## config.mk

```make
export PLATFORM = sky130hd
export DESIGN_NAME = pfci_queue
export DESIGN_NICKNAME = d
export VERILOG_FILES = /design/src/sv/pfci_pkg.sv /design/src/sv/pfci_queue.sv
export SDC_FILE = /design/constraint.sdc
export NUM_CORES = 1
export LEC_CHECK = 0
export BUFFER_PORTS_ARGS = -buffer_cell sky130_fd_sc_hd__buf_2
export CORE_MARGIN = 8
export CORE_UTILIZATION = 52
export DETAILED_ROUTE_END_ITERATION = 10
export GPL_ROUTABILITY_DRIVEN = 0
export PLACE_DENSITY = 0.83
export SYNTH_ARGS = -nofsm -noshare
export SYNTH_HDL_FRONTEND = slang
export SYNTH_SLANG_ARGS = --single-unit
```

## constraint.sdc

```tcl
create_clock -name clock -period 3.54 [get_ports clock]
set_input_delay 0.177 -clock clock [delete_from_list [all_inputs] [get_ports clock]]
set_output_delay 0.177 -clock clock [all_outputs]
set_load 0.01 [all_outputs]
```

## src/sv/pfci_pkg.sv

```systemverilog
// ----------------------------------------------------------------------------
// pfci_pkg
// Types, command codes and sizes shared by the flash command interface.
// ----------------------------------------------------------------------------
package pfci_pkg;

   localparam int OFFSET_W = 19;
   localparam int DATA_W   = 8;

   localparam int DEF_ARRAY_BYTES  = 524288;
   localparam int DEF_SECTOR_BYTES = 4096;

   localparam int QUEUE_DEPTH = 2;

   localparam logic [OFFSET_W-1:0] CMD_ADDR1 = 19'h05555;
   localparam logic [OFFSET_W-1:0] CMD_ADDR2 = 19'h02aaa;

   localparam logic [DATA_W-1:0] CMD_UNLOCK1       = 8'haa;
   localparam logic [DATA_W-1:0] CMD_UNLOCK2       = 8'h55;
   localparam logic [DATA_W-1:0] CMD_ID_ENTRY      = 8'h90;
   localparam logic [DATA_W-1:0] CMD_ERASE_SETUP   = 8'h80;
   localparam logic [DATA_W-1:0] CMD_SECTOR_ERASE  = 8'h30;
   localparam logic [DATA_W-1:0] CMD_BYTE_PROGRAM  = 8'ha0;
   localparam logic [DATA_W-1:0] MANUFACTURER_CODE = 8'hbf;
   localparam logic [DATA_W-1:0] ERASED_BYTE       = 8'hff;
   localparam logic [DATA_W-1:0] DEVICE_CODE_RESET = 8'hd7;

   typedef enum logic [2:0] {
      PH_READ,
      PH_UNLOCK1,
      PH_UNLOCK2,
      PH_ID,
      PH_PROGRAM,
      PH_ERASE_SETUP,
      PH_ERASE_UNLOCK1,
      PH_ERASE_UNLOCK2
   } phase_type;

   typedef enum logic [2:0] {
      OP_READ,
      OP_ID,
      OP_NONE,
      OP_PROGRAM,
      OP_ERASE
   } op_kind_type;

   typedef struct packed {
      op_kind_type               kind;
      logic [OFFSET_W-1:0]       offset;
      logic [DATA_W-1:0]         data;
   } op_type;

   typedef enum logic [2:0] {
      B_IDLE,
      B_REDUCE,
      B_SECTOR,
      B_ERASE,
      B_READ_WAIT,
      B_PROG_WAIT
   } back_state_type;

   typedef struct packed {
      logic init_busy;
   } back_status_type;

endpackage

```

## src/sv/pfci_queue.sv

```systemverilog
// ----------------------------------------------------------------------------
// pfci_queue
// Short FIFO of decoded operations between the command decoder and the
// array sequencer.
// ----------------------------------------------------------------------------
module pfci_queue
   import pfci_pkg::*;
(
   input  logic   clock,
   input  logic   reset,
   input  logic   push,
   input  op_type push_op,
   output logic   full,
   output logic   head_valid,
   input  logic   pop,
   output op_type head_op
);

   localparam int PW = (QUEUE_DEPTH > 1) ? $clog2(QUEUE_DEPTH) : 1;
   localparam int CW = $clog2(QUEUE_DEPTH + 1);

   op_type          slot_ff [QUEUE_DEPTH];
   logic [PW-1:0]   wr_ptr_ff, wr_ptr_in;
   logic [PW-1:0]   rd_ptr_ff, rd_ptr_in;
   logic [CW-1:0]   count_ff, count_in;

   always_comb begin
      wr_ptr_in = wr_ptr_ff;
      rd_ptr_in = rd_ptr_ff;
      count_in  = count_ff;
      if (push) begin
         wr_ptr_in = (wr_ptr_ff == PW'(QUEUE_DEPTH - 1)) ? '0 : wr_ptr_ff + 1'b1;
      end
      if (pop) begin
         rd_ptr_in = (rd_ptr_ff == PW'(QUEUE_DEPTH - 1)) ? '0 : rd_ptr_ff + 1'b1;
      end
      if (push && !pop) begin
         count_in = count_ff + 1'b1;
      end else if (pop && !push) begin
         count_in = count_ff - 1'b1;
      end
   end

   always_ff @(posedge clock) begin
      if (reset) begin
         wr_ptr_ff <= '0;
         rd_ptr_ff <= '0;
         count_ff  <= '0;
      end else begin
         wr_ptr_ff <= wr_ptr_in;
         rd_ptr_ff <= rd_ptr_in;
         count_ff  <= count_in;
      end
   end

   always_ff @(posedge clock) begin
      if (push) begin
         slot_ff[wr_ptr_ff] <= push_op;
      end
   end

   assign full       = (count_ff == CW'(QUEUE_DEPTH));
   assign head_valid = (count_ff != '0);
   assign head_op    = slot_ff[rd_ptr_ff];

endmodule

```

# Word-level counts from Yosys, hierarchy flattened
# Memories as Yosys holds them, arrays and structs flattened. A register that Yosys moved wholly into a read port is not among the register bits.
# Cells that the tools add are included.
dict set report totals {
  register_bits 4
  ram_bits 60
  output_inout_bits 32
  elab_cells 23
  memories 1
}
# name words word_bits rd rd_ports_with_merged_regs write_ports line_no
set memory_table {}
lappend memory_table {slot_ff 2 30 1 1 1 pfci_queue.sv:22} ;# op_type slot_ff [QUEUE_DEPTH];
dict set report op_classes {
  addsub 4
  n_eq_ne 1
  muxes 8
  reduce_logical 6
}
# op count
set ops {}
lappend ops {{2-to-1 mux 1 bit} 6}
lappend ops {{2-to-1 mux 2 bit} 2}
lappend ops {{nonzero test 2 bit} 2}
lappend ops {{adder 1 bit (second input constant)} 2}
lappend ops {{adder 2 x 1 -> 2 bit (second input constant)} 1}
lappend ops {{== test 2 bit (second input constant)} 1}
lappend ops {{logical AND 1 bit} 2}
lappend ops {{zero test 1 bit} 2}
lappend ops {{subtractor 2 x 1 -> 2 bit (second input constant)} 1}

# Logic depth before layout (Yosys ltp)
dict set report logic_depth {
  ltp_word 4
  ltp_mapped 5
  depth_no_buf 5
}

# Worst setup path after synthesis
# Ideal clock, no wire load.
dict set report synth_path {
  path_kind {flip-flop to flip-flop}
  startpoint {register wr_ptr_ff}
  endpoint {memory slot_ff[0][0] in the netlist's numbering, enable pin}
  setup_ps 421
  arrival_time_ps 1680
  required_time_ps 3119
  slack_ps 1440
  path_stages_with_launch 2
  cell_sequence {dfxtp_1 > nor2b_1}
}
# item line_no
set synth_lines {}
lappend synth_lines {{start: declaration} pfci_queue.sv:23} ;# logic [PW-1:0] wr_ptr_ff, wr_ptr_in;
lappend synth_lines {{start signal: assignment} pfci_queue.sv:50} ;# wr_ptr_ff <= wr_ptr_in;
lappend synth_lines {{end: declaration} pfci_queue.sv:22}
# No word-level cell before the write port.

==> flow_metrics.py <==
metrics = {
    "logic_synthesis": {
        "syn_nets": 150,
        "ys_types": 16,
        "synthCells": 115,
        "yosysSeqAreaShare_pct": 80.4,
        "synth.ff_latch_count": 65,
        "syn_area_um2": 2360,
        "avgSynthCellArea_um2": 20.6,
        "synth_warnings": 0,
    },
    "worst_setup_path": {
        "crit_end": "head_op[22]",
        "rr_endpoint": "slot_ff[1][14]",
        "crit_type": "reg2out",
        "r2r_slack_ns": 2.34,
        "start_kind": "flop",
        "r2r_cells": 2,
        "cp_data_required_time_ns": 3.36,
        "crit_path_end_kind": "output pin",
        "arrival_ns": 1.53,
        "worst-path-max-fanout": 30,
        "reg2reg_from": "wr_ptr_ff",
    },
    "finish": {
        "insertedDiodeCount": 0,
        "drive_gt1_share_pct": 58.2,
        "regArea_um2": 1900,
        "multi_input_area_um2": 447,
        "nFillCells": 288,
        "num-nets-final": 226,
        "final_cells": 248,
        "area_growth_pct": 24.6,
    },
    "power": {
        "power.density_nw_per_um2": 566,
        "ir_worst_vdd_mv": 0.379,
        "power_leakage_nw": 1.14,
    },
    "grt": {
        "grt_max_degree": 31,
        "busiest_layer": "met2",
        "grtUsageTotal_pct": 12.9,
        "grt_pass1_vias": 1364,
        "antenna_found_initial": 0,
        "use_met3_pct": 5.27,
        "use_met2_pct": 21.6,
        "grt_overflow": 0,
        "met1_usage_pct": 13.7,
        "grt_pass1_wl_um": 6940,
    },
    "clock_tree": {
        "hold_buffers": 0,
        "clock-sinks": 65,
        "clock_latency_ns": 0.32,
        "clk_pin_slew_worst_paths_ns": 0.07,
        "cts_tree": "built",
        "cts_setup_buffers": 0,
        "htreeDepth": 3,
        "numCtsBuffers": 9,
        "cts_resized": 0,
        "cts-root-buf": "clkbuf_8",
        "cts_buffer_depth": 2,
    },
    "timing": {
        "slew_headroom_pct": 73.0,
        "finalHoldViolCount": 0,
        "finalSetupTns_ns": 0,
        "min_period_over_period_pct": 48.1,
        "tightest_slew_ns": 0.404,
        "layout_min_cycle_time_ns": 1.70,
        "rsz0062_at_grt": "false",
        "setup_viol": 0,
        "slew_viol_final": 0,
        "fmax_ghz": 0.587,
        "finClkSkew_ns": 0.00486,
    },
    "floorplanning": {
        "initial_core_util_pct": 54.3,
        "core_um2": 4350,
        "die_x_um": 83.4,
        "die_area_um2": 6960,
        "row_count": 24,
        "die_y_um": 83.4,
        "ios": 66,
    },
    "drt": {
        "first_iter_violations": 98,
        "postRouteAntennaNets": 0,
        "drt-total-wl_um": 4390,
        "drc": 0,
        "viasPerCell": 5.04,
        "routedWlPerCell_um": 17.7,
        "firstDrtPassIters": 7,
        "vias": 1250,
    },
    "job": {
        "drv_cap": 0,
    },
    "hold_path": {
        "min_path_type": "in2reg",
    },
    "status": {
        "status": "finished, final reports clean",
    },
    "placed_design": {
        "placed_cells": 232,
        "post-dp-hpwl_um": 3110,
        "port_buffers": 65,
    },
}
## through the flow
| stage | power, mW | hold slack (ns) | instance area [um^2] | util (%) | setup WS, ns |
|---|---|---|---|---|---|
| floorplan | 1.03 | 0.246 | 2360 | - | 1.44 |
| global placement | 1.11 | 0.367 | 2770 | 63.5 | 2.20 |
| detailed placement | 1.12 | 0.369 | 2770 | 63.5 | 2.18 |
| CTS | 1.69 | 0.0177 | 2950 | 67.6 | 1.82 |
| global route | 1.74 | 0.00493 | 2950 | 67.6 | 1.76 |
| finish | 1.67 | 0.0377 | 2950 | 67.6 | 1.84 |
## area by class of cell
| cell class | count | area share, % |
|---|---|---|
| repair buffers | 68 | 11.8 |
| multi-input cells | 46 | 15.2 |
| inverters | 1 | 0.127 |
| clock buffers | 11 | 4.46 |
| flip-flops and latches | 65 | 64.6 |
| clock inverters | 5 | 1.66 |
| well taps | 52 | 2.21 |
## logic make-up after synthesis
family | count (synthesis) | synth area share, %
buffers and inverters | 4 | 0.793
AOI/OAI and AO/OA | 2 | 0.423
adders and majority gates | 1 | 0.529
DFF | 65 | 80.4
xor gates and xnor gates | 4 | 1.48
muxes | 30 | 14.3
and+or+nand+nor | 9 | 2.06
## routing by layer
metal | vias up | part of all wire (%)
met5 | - | 0
met1 | 605 | 41
met4 | 0 | 1.4
met2 | 48 | 52
li1 | 592 | -
met3 | 5 | 5.5
## state kept, by name, summed over array words and instances, names as in the netlist, named ones only
signal     count
slot_ff       60
wr_ptr_ff      1
rd_ptr_ff      1
count_ff       2
## synthesized netlist by cell type
library cell,count,share of area [%]
edfxtp_1,60,76
mux2_2,30,14
dfxtp_1,5,4.2
nor2_1,4,0.63
buf_2,3,0.63
xnor2_1,2,0.74
xor2_1,2,0.74
a21oi_1,1,0.21
and2_1,1,0.26
and2b_2,1,0.37
ha_1,1,0.53
inv_1,1,0.16
nor2b_1,1,0.26
o21ai_0,1,0.21
or2_2,1,0.26
or3_1,1,0.26
## critical path, cell delays in order, from the launching register on
cell,delay (ns)
dfxtp_1,0.31
buf_4,0.35
mux2_2,0.39
buf_2,0.14
## cell usage in the layout (no fill, tap or decap), types with 2 or more instances in the layout
cell type  Yosys  routed
nor2_1         4       4
xnor2_1        2       2
mux2_2        30      30
dfxtp_1        5       5
xor2_1         2       2
buf_4          0       3
clkinv_2       0       3
clkbuf_1       0       2
clkbuf_8       0       9
edfxtp_1      60      60
buf_2          3      65
## worst min-delay path by stage
stage	from	endpoint	slack, ns	cells past startpoint
2_1_floorplan	reset	count_ff[1]	0.25	1
3_3_place_gp	push_op[25]	slot_ff[0][25]	0.37	1
3_5_place_dp	push_op[2]	slot_ff[0][2]	0.37	1
4_1_cts	push_op[2]	slot_ff[0][2]	0.02	1
5_1_grt	push_op[2]	slot_ff[1][2]	0.005	1
6_report	push_op[2]	slot_ff[0][2]	0.04	1
## where the power goes
group          internal (mW)  leakage, nW  switching, mW  total [mW]
sequential             0.894        0.605         0.0148       0.909
combinational         0.0921        0.441          0.101       0.193
clock                  0.319       0.0945          0.247       0.567
total                   1.31         1.14          0.363        1.67
(Power assumes the default switching activity.)
