==> config.mk <==
export PLATFORM = sky130hd
export DESIGN_NAME = pfci_front
export DESIGN_NICKNAME = d
export VERILOG_FILES = /design/src/sv/pfci_pkg.sv /design/src/sv/pfci_front.sv
export SDC_FILE = /design/constraint.sdc
export NUM_CORES = 1
export LEC_CHECK = 0
export BUFFER_PORTS_ARGS = -buffer_cell sky130_fd_sc_hd__buf_4
export CAP_MARGIN = 10
export CELL_PAD_IN_SITES_DETAIL_PLACEMENT = 1
export CELL_PAD_IN_SITES_GLOBAL_PLACEMENT = 1
export CORE_MARGIN = 2
export CORE_UTILIZATION = 28
export CTS_CLUSTER_SIZE = 28
export DETAILED_ROUTE_END_ITERATION = 12
export GPL_ROUTABILITY_DRIVEN = 0
export GPL_TIMING_DRIVEN = 1
export PLACE_DENSITY = 0.82
export SLEW_MARGIN = 20
export SYNTH_ARGS = -nofsm -noshare
export SYNTH_HDL_FRONTEND = slang
export SYNTH_SLANG_ARGS = --single-unit
==> constraint.sdc <==
create_clock -name clock -period 2 [get_ports clock]
set_input_delay 0.4 -clock clock [delete_from_list [all_inputs] [get_ports clock]]
set_output_delay 0.4 -clock clock [all_outputs]
set_load 0.03 [all_outputs]
==> src/sv/pfci_pkg.sv <==
// ----------------------------------------------------------------------------
// pfci_pkg
// Types, command codes and sizes shared by the flash command interface.
// ----------------------------------------------------------------------------
package pfci_pkg;

   localparam int OFFSET_W = 19;
   localparam int DATA_W   = 8;

   localparam int DEF_ARRAY_BYTES  = 524288;
   localparam int DEF_SECTOR_BYTES = 4096;

   localparam int QUEUE_DEPTH = 2;

   localparam logic [OFFSET_W-1:0] CMD_ADDR1 = 19'h05555;
   localparam logic [OFFSET_W-1:0] CMD_ADDR2 = 19'h02aaa;

   localparam logic [DATA_W-1:0] CMD_UNLOCK1       = 8'haa;
   localparam logic [DATA_W-1:0] CMD_UNLOCK2       = 8'h55;
   localparam logic [DATA_W-1:0] CMD_ID_ENTRY      = 8'h90;
   localparam logic [DATA_W-1:0] CMD_ERASE_SETUP   = 8'h80;
   localparam logic [DATA_W-1:0] CMD_SECTOR_ERASE  = 8'h30;
   localparam logic [DATA_W-1:0] CMD_BYTE_PROGRAM  = 8'ha0;
   localparam logic [DATA_W-1:0] MANUFACTURER_CODE = 8'hbf;
   localparam logic [DATA_W-1:0] ERASED_BYTE       = 8'hff;
   localparam logic [DATA_W-1:0] DEVICE_CODE_RESET = 8'hd7;

   typedef enum logic [2:0] {
      PH_READ,
      PH_UNLOCK1,
      PH_UNLOCK2,
      PH_ID,
      PH_PROGRAM,
      PH_ERASE_SETUP,
      PH_ERASE_UNLOCK1,
      PH_ERASE_UNLOCK2
   } phase_type;

   typedef enum logic [2:0] {
      OP_READ,
      OP_ID,
      OP_NONE,
      OP_PROGRAM,
      OP_ERASE
   } op_kind_type;

   typedef struct packed {
      op_kind_type               kind;
      logic [OFFSET_W-1:0]       offset;
      logic [DATA_W-1:0]         data;
   } op_type;

   typedef enum logic [2:0] {
      B_IDLE,
      B_REDUCE,
      B_SECTOR,
      B_ERASE,
      B_READ_WAIT,
      B_PROG_WAIT
   } back_state_type;

   typedef struct packed {
      logic init_busy;
   } back_status_type;

endpackage

==> src/sv/pfci_front.sv <==
// ----------------------------------------------------------------------------
// pfci_front
// Command decoder: accepts bus beats, tracks the unlock sequence and hands
// one decoded operation per beat to the queue.
// ----------------------------------------------------------------------------
module pfci_front
   import pfci_pkg::*;
(
   input  logic                clock,
   input  logic                reset,
   input  logic                req_valid,
   output logic                req_stall,
   input  logic                req_func,
   input  logic [OFFSET_W-1:0] req_byte_offset,
   input  logic [DATA_W-1:0]   req_write_byte,
   input  logic                csr_valid,
   output logic                csr_ready,
   input  logic [DATA_W-1:0]   csr_data,
   input  back_status_type     back_status,
   input  logic                queue_full,
   output logic                queue_push,
   output op_type              queue_op
);

   phase_type         phase_ff, phase_in;
   logic [DATA_W-1:0] device_code_ff;
   logic              accept;
   logic              at1;
   logic              at2;

   assign req_stall  = queue_full || back_status.init_busy;
   assign accept     = req_valid && !req_stall;
   assign queue_push = accept;
   assign csr_ready  = 1'b1;
   assign at1        = (req_byte_offset == CMD_ADDR1);
   assign at2        = (req_byte_offset == CMD_ADDR2);

   always_ff @(posedge clock) begin
      if (reset) begin
         phase_ff <= PH_READ;
      end else begin
         phase_ff <= phase_in;
      end
   end

   always_ff @(posedge clock) begin
      if (reset) begin
         device_code_ff <= DEVICE_CODE_RESET;
      end else if (csr_valid) begin
         device_code_ff <= csr_data;
      end
   end

   always_comb begin
      phase_in        = phase_ff;
      queue_op.kind   = OP_NONE;
      queue_op.offset = req_byte_offset;
      queue_op.data   = req_write_byte;
      if (!req_func) begin
         if (phase_ff == PH_ID) begin
            queue_op.kind = OP_ID;
            queue_op.data = req_byte_offset[0] ? device_code_ff : MANUFACTURER_CODE;
         end else begin
            queue_op.kind = OP_READ;
         end
      end else begin
         if (accept) begin
            phase_in = PH_READ;
         end
         case (phase_ff)
            PH_READ, PH_ID: begin
               if (accept && at1 && req_write_byte == CMD_UNLOCK1) begin
                  phase_in = PH_UNLOCK1;
               end
            end
            PH_UNLOCK1: begin
               if (accept && at2 && req_write_byte == CMD_UNLOCK2) begin
                  phase_in = PH_UNLOCK2;
               end
            end
            PH_UNLOCK2: begin
               if (accept && at1) begin
                  if (req_write_byte == CMD_ID_ENTRY) begin
                     phase_in = PH_ID;
                  end else if (req_write_byte == CMD_BYTE_PROGRAM) begin
                     phase_in = PH_PROGRAM;
                  end else if (req_write_byte == CMD_ERASE_SETUP) begin
                     phase_in = PH_ERASE_SETUP;
                  end
               end
            end
            PH_PROGRAM: begin
               queue_op.kind = OP_PROGRAM;
            end
            PH_ERASE_SETUP: begin
               if (accept && at1 && req_write_byte == CMD_UNLOCK1) begin
                  phase_in = PH_ERASE_UNLOCK1;
               end
            end
            PH_ERASE_UNLOCK1: begin
               if (accept && at2 && req_write_byte == CMD_UNLOCK2) begin
                  phase_in = PH_ERASE_UNLOCK2;
               end
            end
            PH_ERASE_UNLOCK2: begin
               if (req_write_byte == CMD_SECTOR_ERASE) begin
                  queue_op.kind = OP_ERASE;
               end
            end
            default: begin
               phase_in = PH_READ;
            end
         endcase
      end
   end

endmodule

### Word-level counts from Yosys, hierarchy flattened

Index checks and enable logic that the tools add are counted.

* register bits: 11

* equal/unequal tests: 15
* mux-type cells: 17
* reduce and logical (&&, ||, !) cells: 9

Operators by type and width (count)
* 2-to-1 mux 3 bit: 11
* == test 8 bit (second input constant): 4
* 2-to-1 mux 8 bit: 3
* == test 19 x 14 -> 1 bit (second input constant): 1
* == test 19 x 15 -> 1 bit (second input constant): 1
* one-hot mux 3 bit (5 select lines): 1
* == test 3 bit (second input constant): 4
* == test 8 x 6 -> 1 bit (second input constant): 1
* == test 8 x 7 -> 1 bit (second input constant): 1
* == test 3 x 2 -> 1 bit (second input constant): 2
* one-hot mux 3 bit (2 select lines): 1
* logical AND 1 bit: 5
* == test 3 x 1 -> 1 bit (second input constant): 1
* logical NOT 3 bit: 1
* OR reduction 2 bit: 1
* logical NOT 1 bit: 1
* logical OR 1 bit: 1
* 2-to-1 mux 1 bit: 1

### Depth between registers and ports, before layout

Gate-level depths: netlist of run 1.

* word-level depth: 9
* depth in mapped cells: 7
* depth with buffers taken out: 7

### Worst setup path before layout of run 1

No wires, ideal clock.

* path type: reg-to-output
* start: register phase_ff[0]
* end: output port queue_op[6] (netlist name)
* buffers on the path: 2
* stages on the path, launching flop included: 6
* data arrival time: 1787 ps
* path slack: -187 ps
* cell sequence: dfxtp_1 ha_1 and3_1 clkbuf_1 clkbuf_1 o21ai_0

RTL lines
* start: declaration: line pfci_front.sv:25 `phase_type phase_ff, phase_in;`
* start signal: assignment: line pfci_front.sv:42 `phase_ff <= phase_in;`
* end: declaration: line pfci_front.sv:22 `output op_type queue_op`

==> run summary, run 1 <==
The clock-pin slew on the worst setup and hold paths is 0.06 ns. TritonCTS built the clock tree. The type of the worst setup path is reg2out. Max-cap violations in this run came to 0.

In the final layout, the share of cells above drive strength 1 is 0.4877. The part of the power in combinational logic is 0.375. The first-iteration detailed-routing DRC count came out at 21.

Static timing analysis puts the maximum clock frequency at 0.5172 GHz. The number of H-tree branching levels is 1. The total via count after detailed routing is 1252. The initial core utilization came out at 0.2869. The number of antenna violations at the first check in global routing is 0.

The sequential element share of the synthesized area is 0.1947. The count of warnings emitted by yosys is 0. The sequential group share of total power is 0.312. The mean area per synthesized cell came out at 7.747 µm².

The number of cells produced by synthesis is 146. The number of buffers between clock root and the deepest sink came out at 2. In the layout the commonest cells are buf_4, nor2_1, inv_1. The proportion of power drawn by the clock network is 0.312.

The number of filler cells placed in the layout is 494. For this run, design rule violations remaining after detail routing come to 0. The row count came out at 23. The worst hold slack after final layout is 0.3500 ns. The total die area is 4564 µm². The number of global-route vias before repair is 1241. The post-route minimum period is 1.934 ns. The total detailed-routing wirelength is 3.564 mm. The number of nets produced by synthesis came out at 192.

The worst-case vdd ir drop is 332.9 µV. The cell sitting at the root of the clock tree is a clkbuf_8. Summed over all cells, the static leakage comes to 0.7789 nW. The share of flip-flops with an asynchronous set or reset after synthesis is 0.

The final setup violation count is 0. The overall die width came out at 67.56 µm. The global-route congestion overflow total is 0. The floorplan step set the die height to 67.56 µm.

The number of routed nets with antenna violations came out at 0. Summed over all nets, the half-perimeter wirelength after detailed placement is 2.984 mm. The number of endpoints with negative hold slack in the final report came out at 0. The count of clock tree sinks is 11.

The net count of the finished layout is 250. The net switching power figure is 252.0 µW. The area of the core is 3943 µm². The critical-path maximum fanout came out at 9. The most common cell after layout, fill and taps aside is buf_4.

The number of I/O pins came out at 75. The worst setup path is launched from a flip-flop. The net switching share of the total power is 0.3387. Dividing the detail-routed via count by the number of cells gives 4.949. The synthesized area came out at 1131 µm². The relative area change from synthesis to final layout came out at 50.00%. The areal power density over the cells came out at 438.5 nW/µm².

After detailed routing, the average wire length per cell comes to 14.09 µm. The worst clock skew on the final layout came out at 0.0002688 ns. The worst hold path class is in2reg.

The number of synthesized flops with an enable pin came out at 0. For the worst setup path, the data required time is 1.60 ns. The portion of the clock cycle consumed by the worst path in the final layout is 0.9668.

After synthesis, the netlist uses 39 different library cells. The count of buffers inserted at the top-level ports is 73. The post-layout total power is 744.0 µW. The first-pass iteration count of the detailed router is 4. For this design, the CTS-stage hold fixing added 0 buffers.

The pin count of the biggest net entering global routing is 18. The critical path data arrival time came out at 1.53 ns. The antenna diode count came out at 0. For this run, the total global-route usage over all layers was measured as 0.1558.

The number of setup buffers added after CTS is 0. Internal power comes to 492.0 µW. The first-pass GRT wire length is 5.416 mm. The number of slew-limit violations in the final report came out at 0. The source-to-sink clock delay at the later pin of the worst-skew pair came out at 0.24 ns. Among all flip-flop cells after synthesis, the most frequent one is dfxtp_1. STA classifies the critical path endpoint as a primary output.

Counting flops and latches in the post-synthesis netlist gives 11. Counting the buffers created by CTS gives 3. The flow ran to the end, and the final reports show no timing, DRC or antenna violations.
==> cell families after synthesis <==
logic type	after synthesis	share of synthesized area
AO/OA/AOI/OAI	29	0.1670
adder cells (fa/ha/maj)	4	0.04425
buffers and inverters	40	0.2168
flip-flops	11	0.1947
multiplexers	3	0.02655
other	1	0.003315
AND/OR/NAND/NOR	58	0.3473
==> worst paths after layout <==
kind / to / cells past startpoint / from / slack (ns)
setup / recovery: queue_op[7] / 6 / phase_ff[1] / 0.07
hold / removal: device_code_ff[5] / 2 / reset / 0.35
setup reg to reg: phase_ff[1] / 7 / phase_ff[0] / 0.14
hold reg to reg: device_code_ff[2] / 2 / device_code_ff[2] / 0.48
==> critical path, cell delays in order, from the launching register on <==
cell,delay [ns]
dfxtp_4,0.38
ha_4,0.16
and3_4,0.22
buf_12,0.12
nor2_1,0.04
a31oi_1,0.18
buf_4,0.20
==> synth_stat cells, types with 4 or more instances <==
cell type	number	area, µm²
o21ai_0	6	30.03
nand2_1	11	41.29
o211ai_1	7	52.55
nor3_1	4	20.02
a31oi_1	10	62.56
ha_1	4	50.05
inv_1	14	52.55
dfxtp_1	11	220.2
nor2_1	15	56.30
buf_4	20	150.1
==> final cells by class <==
class                   instances  area, µm²  share of cell area
clock inverters                 1      5.005            0.002950
multi-input cells              95      683.2              0.4027
well taps                      50      62.56             0.03687
clock buffers                   3      41.29             0.02434
flip-flops and latches         11      227.7              0.1342
repair buffers                 78      615.6              0.3628
inverters                      15      61.31             0.03614
==> metrics by stage <==
stage               utilization  setup TNS (ns)  setup slack, ns  std cells  instance area [µm²]
finish                   0.4303               0          0.06632        253                 1697
global route             0.4303      -0.0003885       -0.0003885        253                 1697
CTS                      0.4202               0         0.002458        252                 1657
detailed placement       0.4059               0          0.08018        248                 1600
global placement         0.4059               0           0.1194        248                 1600
floorplan                     -         -0.3712         -0.04749        146                 1131
==> timing repair <==
item	CTS	global route
pin swaps	0	2
endpoints found under the setup margin	9	7
gates cloned	0	1
hold endpoints to repair	0	0
gates resized for setup	4	3
==> sequential cells by signal, summed over array words and instances (netlist names) <==
register        cells
device_code_ff      8
phase_ff            3
==> power by group through the flow <==
| stage | sequential, mW | combinational (mW) | clock, mW |
|---|---|---|---|
| 2_1_floorplan | 0.239 | 0.167 | 0 |
| 3_3_place_gp | 0.239 | 0.278 | 0 |
| 3_5_place_dp | 0.240 | 0.281 | 0 |
| 4_1_cts | 0.235 | 0.282 | 0.242 |
| 5_1_grt | 0.233 | 0.298 | 0.254 |
| 6_report | 0.232 | 0.279 | 0.232 |
==> per-layer routing <==
layer	routed length (µm)	GRT usage	vias to the layer above	share of wire
li1	-	-	612	-
met1	1419	0.1751	595	0.40
met2	1865	0.2868	43	0.52
met3	259	0.04500	2	0.073
met4	21	0.03571	0	0.0059
met5	0	0	-	0
No activity file was read; power rests on OpenSTA's default activity.
==> inputs of run 2 (changes only) <==
==> constraint.sdc (replaced) <==
create_clock -name clock -period 2 [get_ports clock]
set_input_delay 0.2 -clock clock [delete_from_list [all_inputs] [get_ports clock]]
set_output_delay 0.2 -clock clock [all_outputs]
set_load 0.03 [all_outputs]
==> run summary, run 2 (same netlist as run 1, synthesis figures left out) <==
The launching point of the worst reg2reg path is phase_ff[0]. Setup repair after global routing left no endpoint under its margin. The worst-case IR drop observed on VDD is 341.2 µV. The worst hold path class is in2reg. The final setup violation count came out at 0. The multi-input gate area in the final layout came out at 668.1 µm². The worst setup path is launched from a flip-flop. The mean routed wirelength per cell came out at 13.88 µm.

The total via count after detailed routing is 1214. The overall die width is 67.56 µm. The CTS buffer count came out at 3. The run finished with clean final reports. The fraction of layout instances using a drive strength above 1 came out at 0.4573.

The critical-path maximum fanout is 17. After floorplanning, the core was sized to cover 3943 µm². The cell chosen for the clock root is clkbuf_8. The tool flagged a number of max-cap violations equal to 0. Entering global routing, the biggest net connects 18 pins. The register-to-register setup slack is 0.19 ns. Leaving out fill and tap cells, the most frequent cells in the layout are buf_4, nor2_1, inv_1. The critical path is of the reg2out type. The cell area after placement came out at 1565 µm².

The total die area came out at 4564 µm². The number of slew-limit violations in the final report was 0. More flip-flops sit in one register than any other, and that register is device_code_ff. For the worst-skew pair, the clock arrives at the later sink with an insertion delay of 0.24 ns.

The data required time of the worst path came out at 1.80 ns. The beginning of the worst hold path is reset. The areal power density over the cells came out at 458.7 nW/µm². TritonCTS built the clock tree. The flip-flop count of the largest register, all copies and words added came out at 8. The setup TNS came out at 0 ns.

The first-pass GRT wire length is 5.395 mm. The clock-pin slew on the worst setup and hold paths is 0.05 ns. The number of global-route vias before repair came out at 1234.

The critical path data arrival time came out at 1.64 ns. The die height is 67.56 µm. The endpoint identified for the worst register-to-register timing path is phase_ff[1]. After the last flow step, the layout net total stands at 246. The most common cell after layout, fill and taps aside is buf_4. The detail route stage leaves a number of antenna-violating nets equal to 0.

The largest registers in the layout are device_code_ff: 8 flops, phase_ff: 3 flops. After detailed routing, the number of remaining DRC violations is 0. The relative area change from synthesis to final layout came out at 42.59%. The number of antenna violations at the first check in global routing was 0.

The antenna diode count is 0. During placement, the flow inserted port buffers numbering 73. The first detailed-routing pass ran for 4 iterations. For hold timing, the worst endpoint is device_code_ff[5]. The footprint of the flip-flops and latches came out at 220.2 µm². Once the clock tree was built, the resizer swapped 0 gates to a different size.

The number of H-tree branching levels came out at 1. The cell depth of the worst flop-to-flop path is 7. The number of filler cells placed in the layout came out at 520. The total detailed-routing wirelength came out at 3.456 mm.

The number of buffers between clock root and the deepest sink is 2. The global-route congestion overflow total came out at 0. The number of I/O pins came out at 75. Detailed placement ended at an HPWL of 2.888 mm.

For this run, the total global-route usage over all layers was measured as 0.1533. The worst clock skew on the final layout came out at 0.007395 ns. The first-iteration detailed-routing DRC count came out at 40. The worst hold slack after final layout is 0.1664 ns. The standby leakage power came out at 0.7477 nW.

The initial core utilization came out at 0.2869. The top achievable clock speed is 0.5431 GHz. After detailed routing, the number of vias per cell comes to 4.876. The post-route minimum period is 1.841 ns. In this run the post-CTS setup repair buffer count came out at 0. The number of endpoints with negative hold slack in the final report is 0. The portion of the clock cycle consumed by the worst path in the final layout is 0.9207. The area of all placed cells without fillers came out at 1613 µm². The row count is 23. The post-layout total power is 739.8 µW. Counting instances, the worst hold path has a depth of 2.

Counting every sink on the clock net gives 11. The capturing element type of the critical path is a primary output. The number of hold buffers added after CTS was 0.
run 2: layer usage:
| layer | part of all wire | routed length [µm] | track usage | vias to the layer above |
|---|---|---|---|---|
| met4 | 0.0090 | 31 | 0.04082 | 0 |
| met2 | 0.51 | 1753 | 0.2757 | 53 |
| met3 | 0.080 | 276 | 0.03167 | 2 |
| met5 | 0 | 0 | 0 | - |
| li1 | - | - | - | 604 |
| met1 | 0.40 | 1394 | 0.1830 | 555 |
run 2: final cells by class:
cell class                 count  area share
timing repair buffer          74      0.3445
clock buffer                   4     0.02793
sequential                    11      0.1365
multi-input combinational     95      0.4143
tap                           50     0.03879
inverter                      15     0.03801
run 2: metrics by stage:
step	instances	setup WS, ns	util
finish	249	0.1586	0.4091
global route	249	0.02641	0.4091
CTS	249	0.1278	0.4084
detailed placement	245	0.2043	0.3970
global placement	245	0.2760	0.3970
floorplan	146	0.01296	-
run 2: critical path, stage by stage (launching register included):
cell and delay, ns:
dfxtp_1 0.38, ha_2 0.24, and3_1 0.16, buf_4 0.19
nor2_1 0.07, a31oi_1 0.18, buf_4 0.19
run 2: how the worst max path moves through the flow:
stage / start / end / slack [ns] / depth (start not counted)
after global routing: phase_ff[0] / queue_op[3] / 0.03 / 6
final: phase_ff[0] / queue_op[4] / 0.16 / 6
after floorplan: phase_ff[0] / queue_op[6] / 0.01 / 5
after CTS: phase_ff[0] / queue_op[5] / 0.13 / 6
after global placement: phase_ff[0] / phase_ff[1] / 0.28 / 7
after detailed placement: phase_ff[0] / phase_ff[1] / 0.20 / 7
run 2: power by group:
group / internal [mW] / switching [mW]
logic: 0.123 / 0.150
registers: 0.231 / 0.00659
clock network: 0.140 / 0.0891
==> inputs of run 3 (changes only) <==
- BUFFER_PORTS_ARGS: -buffer_cell sky130_fd_sc_hd__buf_4 -> -buffer_cell sky130_fd_sc_hd__clkbuf_2
- CORE_UTILIZATION: 28 -> 29
- CTS_BUF_LIST: unset -> sky130_fd_sc_hd__clkbuf_8
- PLACE_DENSITY: 0.82 -> 0.84
==> run summary, run 3 (same netlist as run 1, synthesis figures left out) <==
The run finished with clean final reports. Setup repair after global routing left no endpoint under its margin. The worst pin sits at a relative slew slack of 0.6436.

The number of routed nets with antenna violations came out at 0. The max-cap violation count is 0. The total die area came out at 4416 µm². Summed over all nets, the switching power comes to 247.3 µW. The data required time of the worst path came out at 1.80 ns. The flip-flop count of the largest register, all copies and words added came out at 8.

The met1 capacity usage during global routing is 0.1768. Counting instances, the worst hold path has a depth of 3. The portion of the clock cycle consumed by the worst path in the final layout came out at 0.9396.

The mean routed wirelength per cell is 13.52 µm. The cell depth of the worst flop-to-flop path came out at 7. The cell chosen for the clock root is clkbuf_8. The standby leakage power came out at 0.7091 nW. The sequential group share of total power came out at 0.338. With fillers left out, the area of the finished cells amounts to 1435 µm². During placement, the flow inserted port buffers numbering 73. Of the total power, the share spent switching nets is 0.3554. The global-route track usage on met2 came out at 0.3113. The critical path data arrival time came out at 1.68 ns. The cell-internal power is 448.5 µW.

The source-to-sink clock delay at the later pin of the worst-skew pair came out at 0.24 ns. The proportion of power drawn by the clock network is 0.325. The most common cell after layout, fill and taps aside is clkbuf_2.

The number of endpoints with negative hold slack in the final report came out at 0. Using the TritonRoute via totals, the vias-per-cell ratio works out to 4.972. The library cells used most frequently in the layout, excluding fill and tap cells, are clkbuf_2, inv_1, nor2_1. The first-pass iteration count of the detailed router came out at 4. The antenna diode count came out at 0. The worst path in the final design needs a cycle of 1.879 ns, including I/O delays and setup. The tightest min-delay check is of the in2reg type. The transition time at the pin with the least slew margin is 0.5273 ns. The die height came out at 66.45 µm.

The number of buffers between clock root and the deepest sink is 2. The pin count of the biggest net entering global routing came out at 18. The total detailed-routing wirelength came out at 3.354 mm. The die is 66.45 µm wide. The final layout contains 247 nets. The number of setup buffers added after CTS came out at 0. STA classifies the critical path startpoint as a flip-flop.

The capturing element type of the critical path is a primary output. The number of global-route vias before repair is 1285. The CTS buffer count is 3. The post-layout total power is 695.9 µW. Of all nets on the critical path, the largest fanout is 17. After clock tree synthesis, the clock-pin slew on the worst setup and hold paths is 0.06 ns. The number of remaining DRC errors came out at 0.

The worst setup path is of the reg2out kind. The largest registers in the layout are device_code_ff: 8 flops, phase_ff: 3 flops. The worst clock skew on the final layout is 0.004132 ns.

The number of antenna violations at the first check in global routing is 0. The area of the core is 3716 µm². The number of I/O pins came out at 75. The number of H-tree branching levels came out at 1. The global-route usage over all layers is 0.1563. The number of buffers added to fix hold violations after cts came out at 0. The detailed placer's ending HPWL is 2.877 mm. The count of clock tree sinks came out at 11.

The fraction of layout instances using a drive strength above 1 came out at 0.4600. The global-route congestion overflow total came out at 0. The setup TNS is 0 ns. The relative area change from synthesis to final layout is 26.88%.

The first-pass GRT wire length came out at 5.506 mm. The register name with the most flops is device_code_ff. The count of instances resized after the clock tree is built is 0. The worst-case IR drop observed on VDD is 314.7 µV.

The first routing iteration left 7 violations. The cell area after placement came out at 1388 µm². Setup violations remaining at the end of the flow were counted as 0. The row count came out at 22. Across all layers, the routed design uses 1233 vias. The share of the core filled with cells is 0.3862. The initial core utilization came out at 0.3044. The number of slew-limit violations in the final report came out at 0. In this run the most used layer during global routing was met2. Power spread over the standard cell area amounts to 484.9 nW/µm². The routing usage on met3 is 0.02534. Timing would allow up to 0.5321 GHz. The part of the power in combinational logic is 0.337. The CTS tree is yes.
[run 3: cell count changes in the layout (fill, tap and decap cells not counted), sizes merged]
cell	change
buf	-71
inv	+1
clkbuf	+71
[run 3: power groups by stage]
stage | logic, mW | registers, mW | clock network [mW]
after floorplan | 0.166 | 0.239 | 0
after global placement | 0.233 | 0.239 | 0
after detailed placement | 0.236 | 0.240 | 0
after CTS | 0.237 | 0.235 | 0.229
after global routing | 0.253 | 0.237 | 0.242
final | 0.234 | 0.235 | 0.226
[run 3: per-stage QoR]
stage	cells	hold slack, ns	setup slack, ns
after floorplan	146	0.2724	0.01296
after global placement	244	0.4226	0.2633
after CTS	248	0.1871	0.05978
final	248	0.1864	0.1208
after detailed placement	244	0.4273	0.2068
after global routing	248	0.1875	0.0003570
[run 3: metal layers]
metal  up-vias  wire length (µm)
met3         0               202
met2        43              1782
li1        607                 -
met5         -                 0
met1       583              1369
met4         0                 0
[run 3: critical path, cell delays in order, from the launching register on]
cell and delay (ns):
dfxtp_1 0.38, ha_2 0.24, and3_1 0.17, buf_4 0.20, nor2_1 0.06, a31oi_1 0.16, clkbuf_2 0.23
[run 3: final cells by class]
type	instances	area, µm²
multi-input cells	95	668.1
flip-flops and latches	11	220.2
inverters	15	61.31
well taps	48	60.06
fillers	488	2281
clock inverters	1	3.754
repair buffers	75	380.4
clock buffers	3	41.29
[run 3: final timing paths]
kind | startpoint | slack, ns | end
worst min-delay path | csr_data[6] | 0.19 | device_code_ff[6]
worst min register to register | device_code_ff[6] | 0.48 | device_code_ff[6]
worst max register to register | phase_ff[0] | 0.20 | phase_ff[1]
worst max-delay path | phase_ff[0] | 0.12 | queue_op[5]
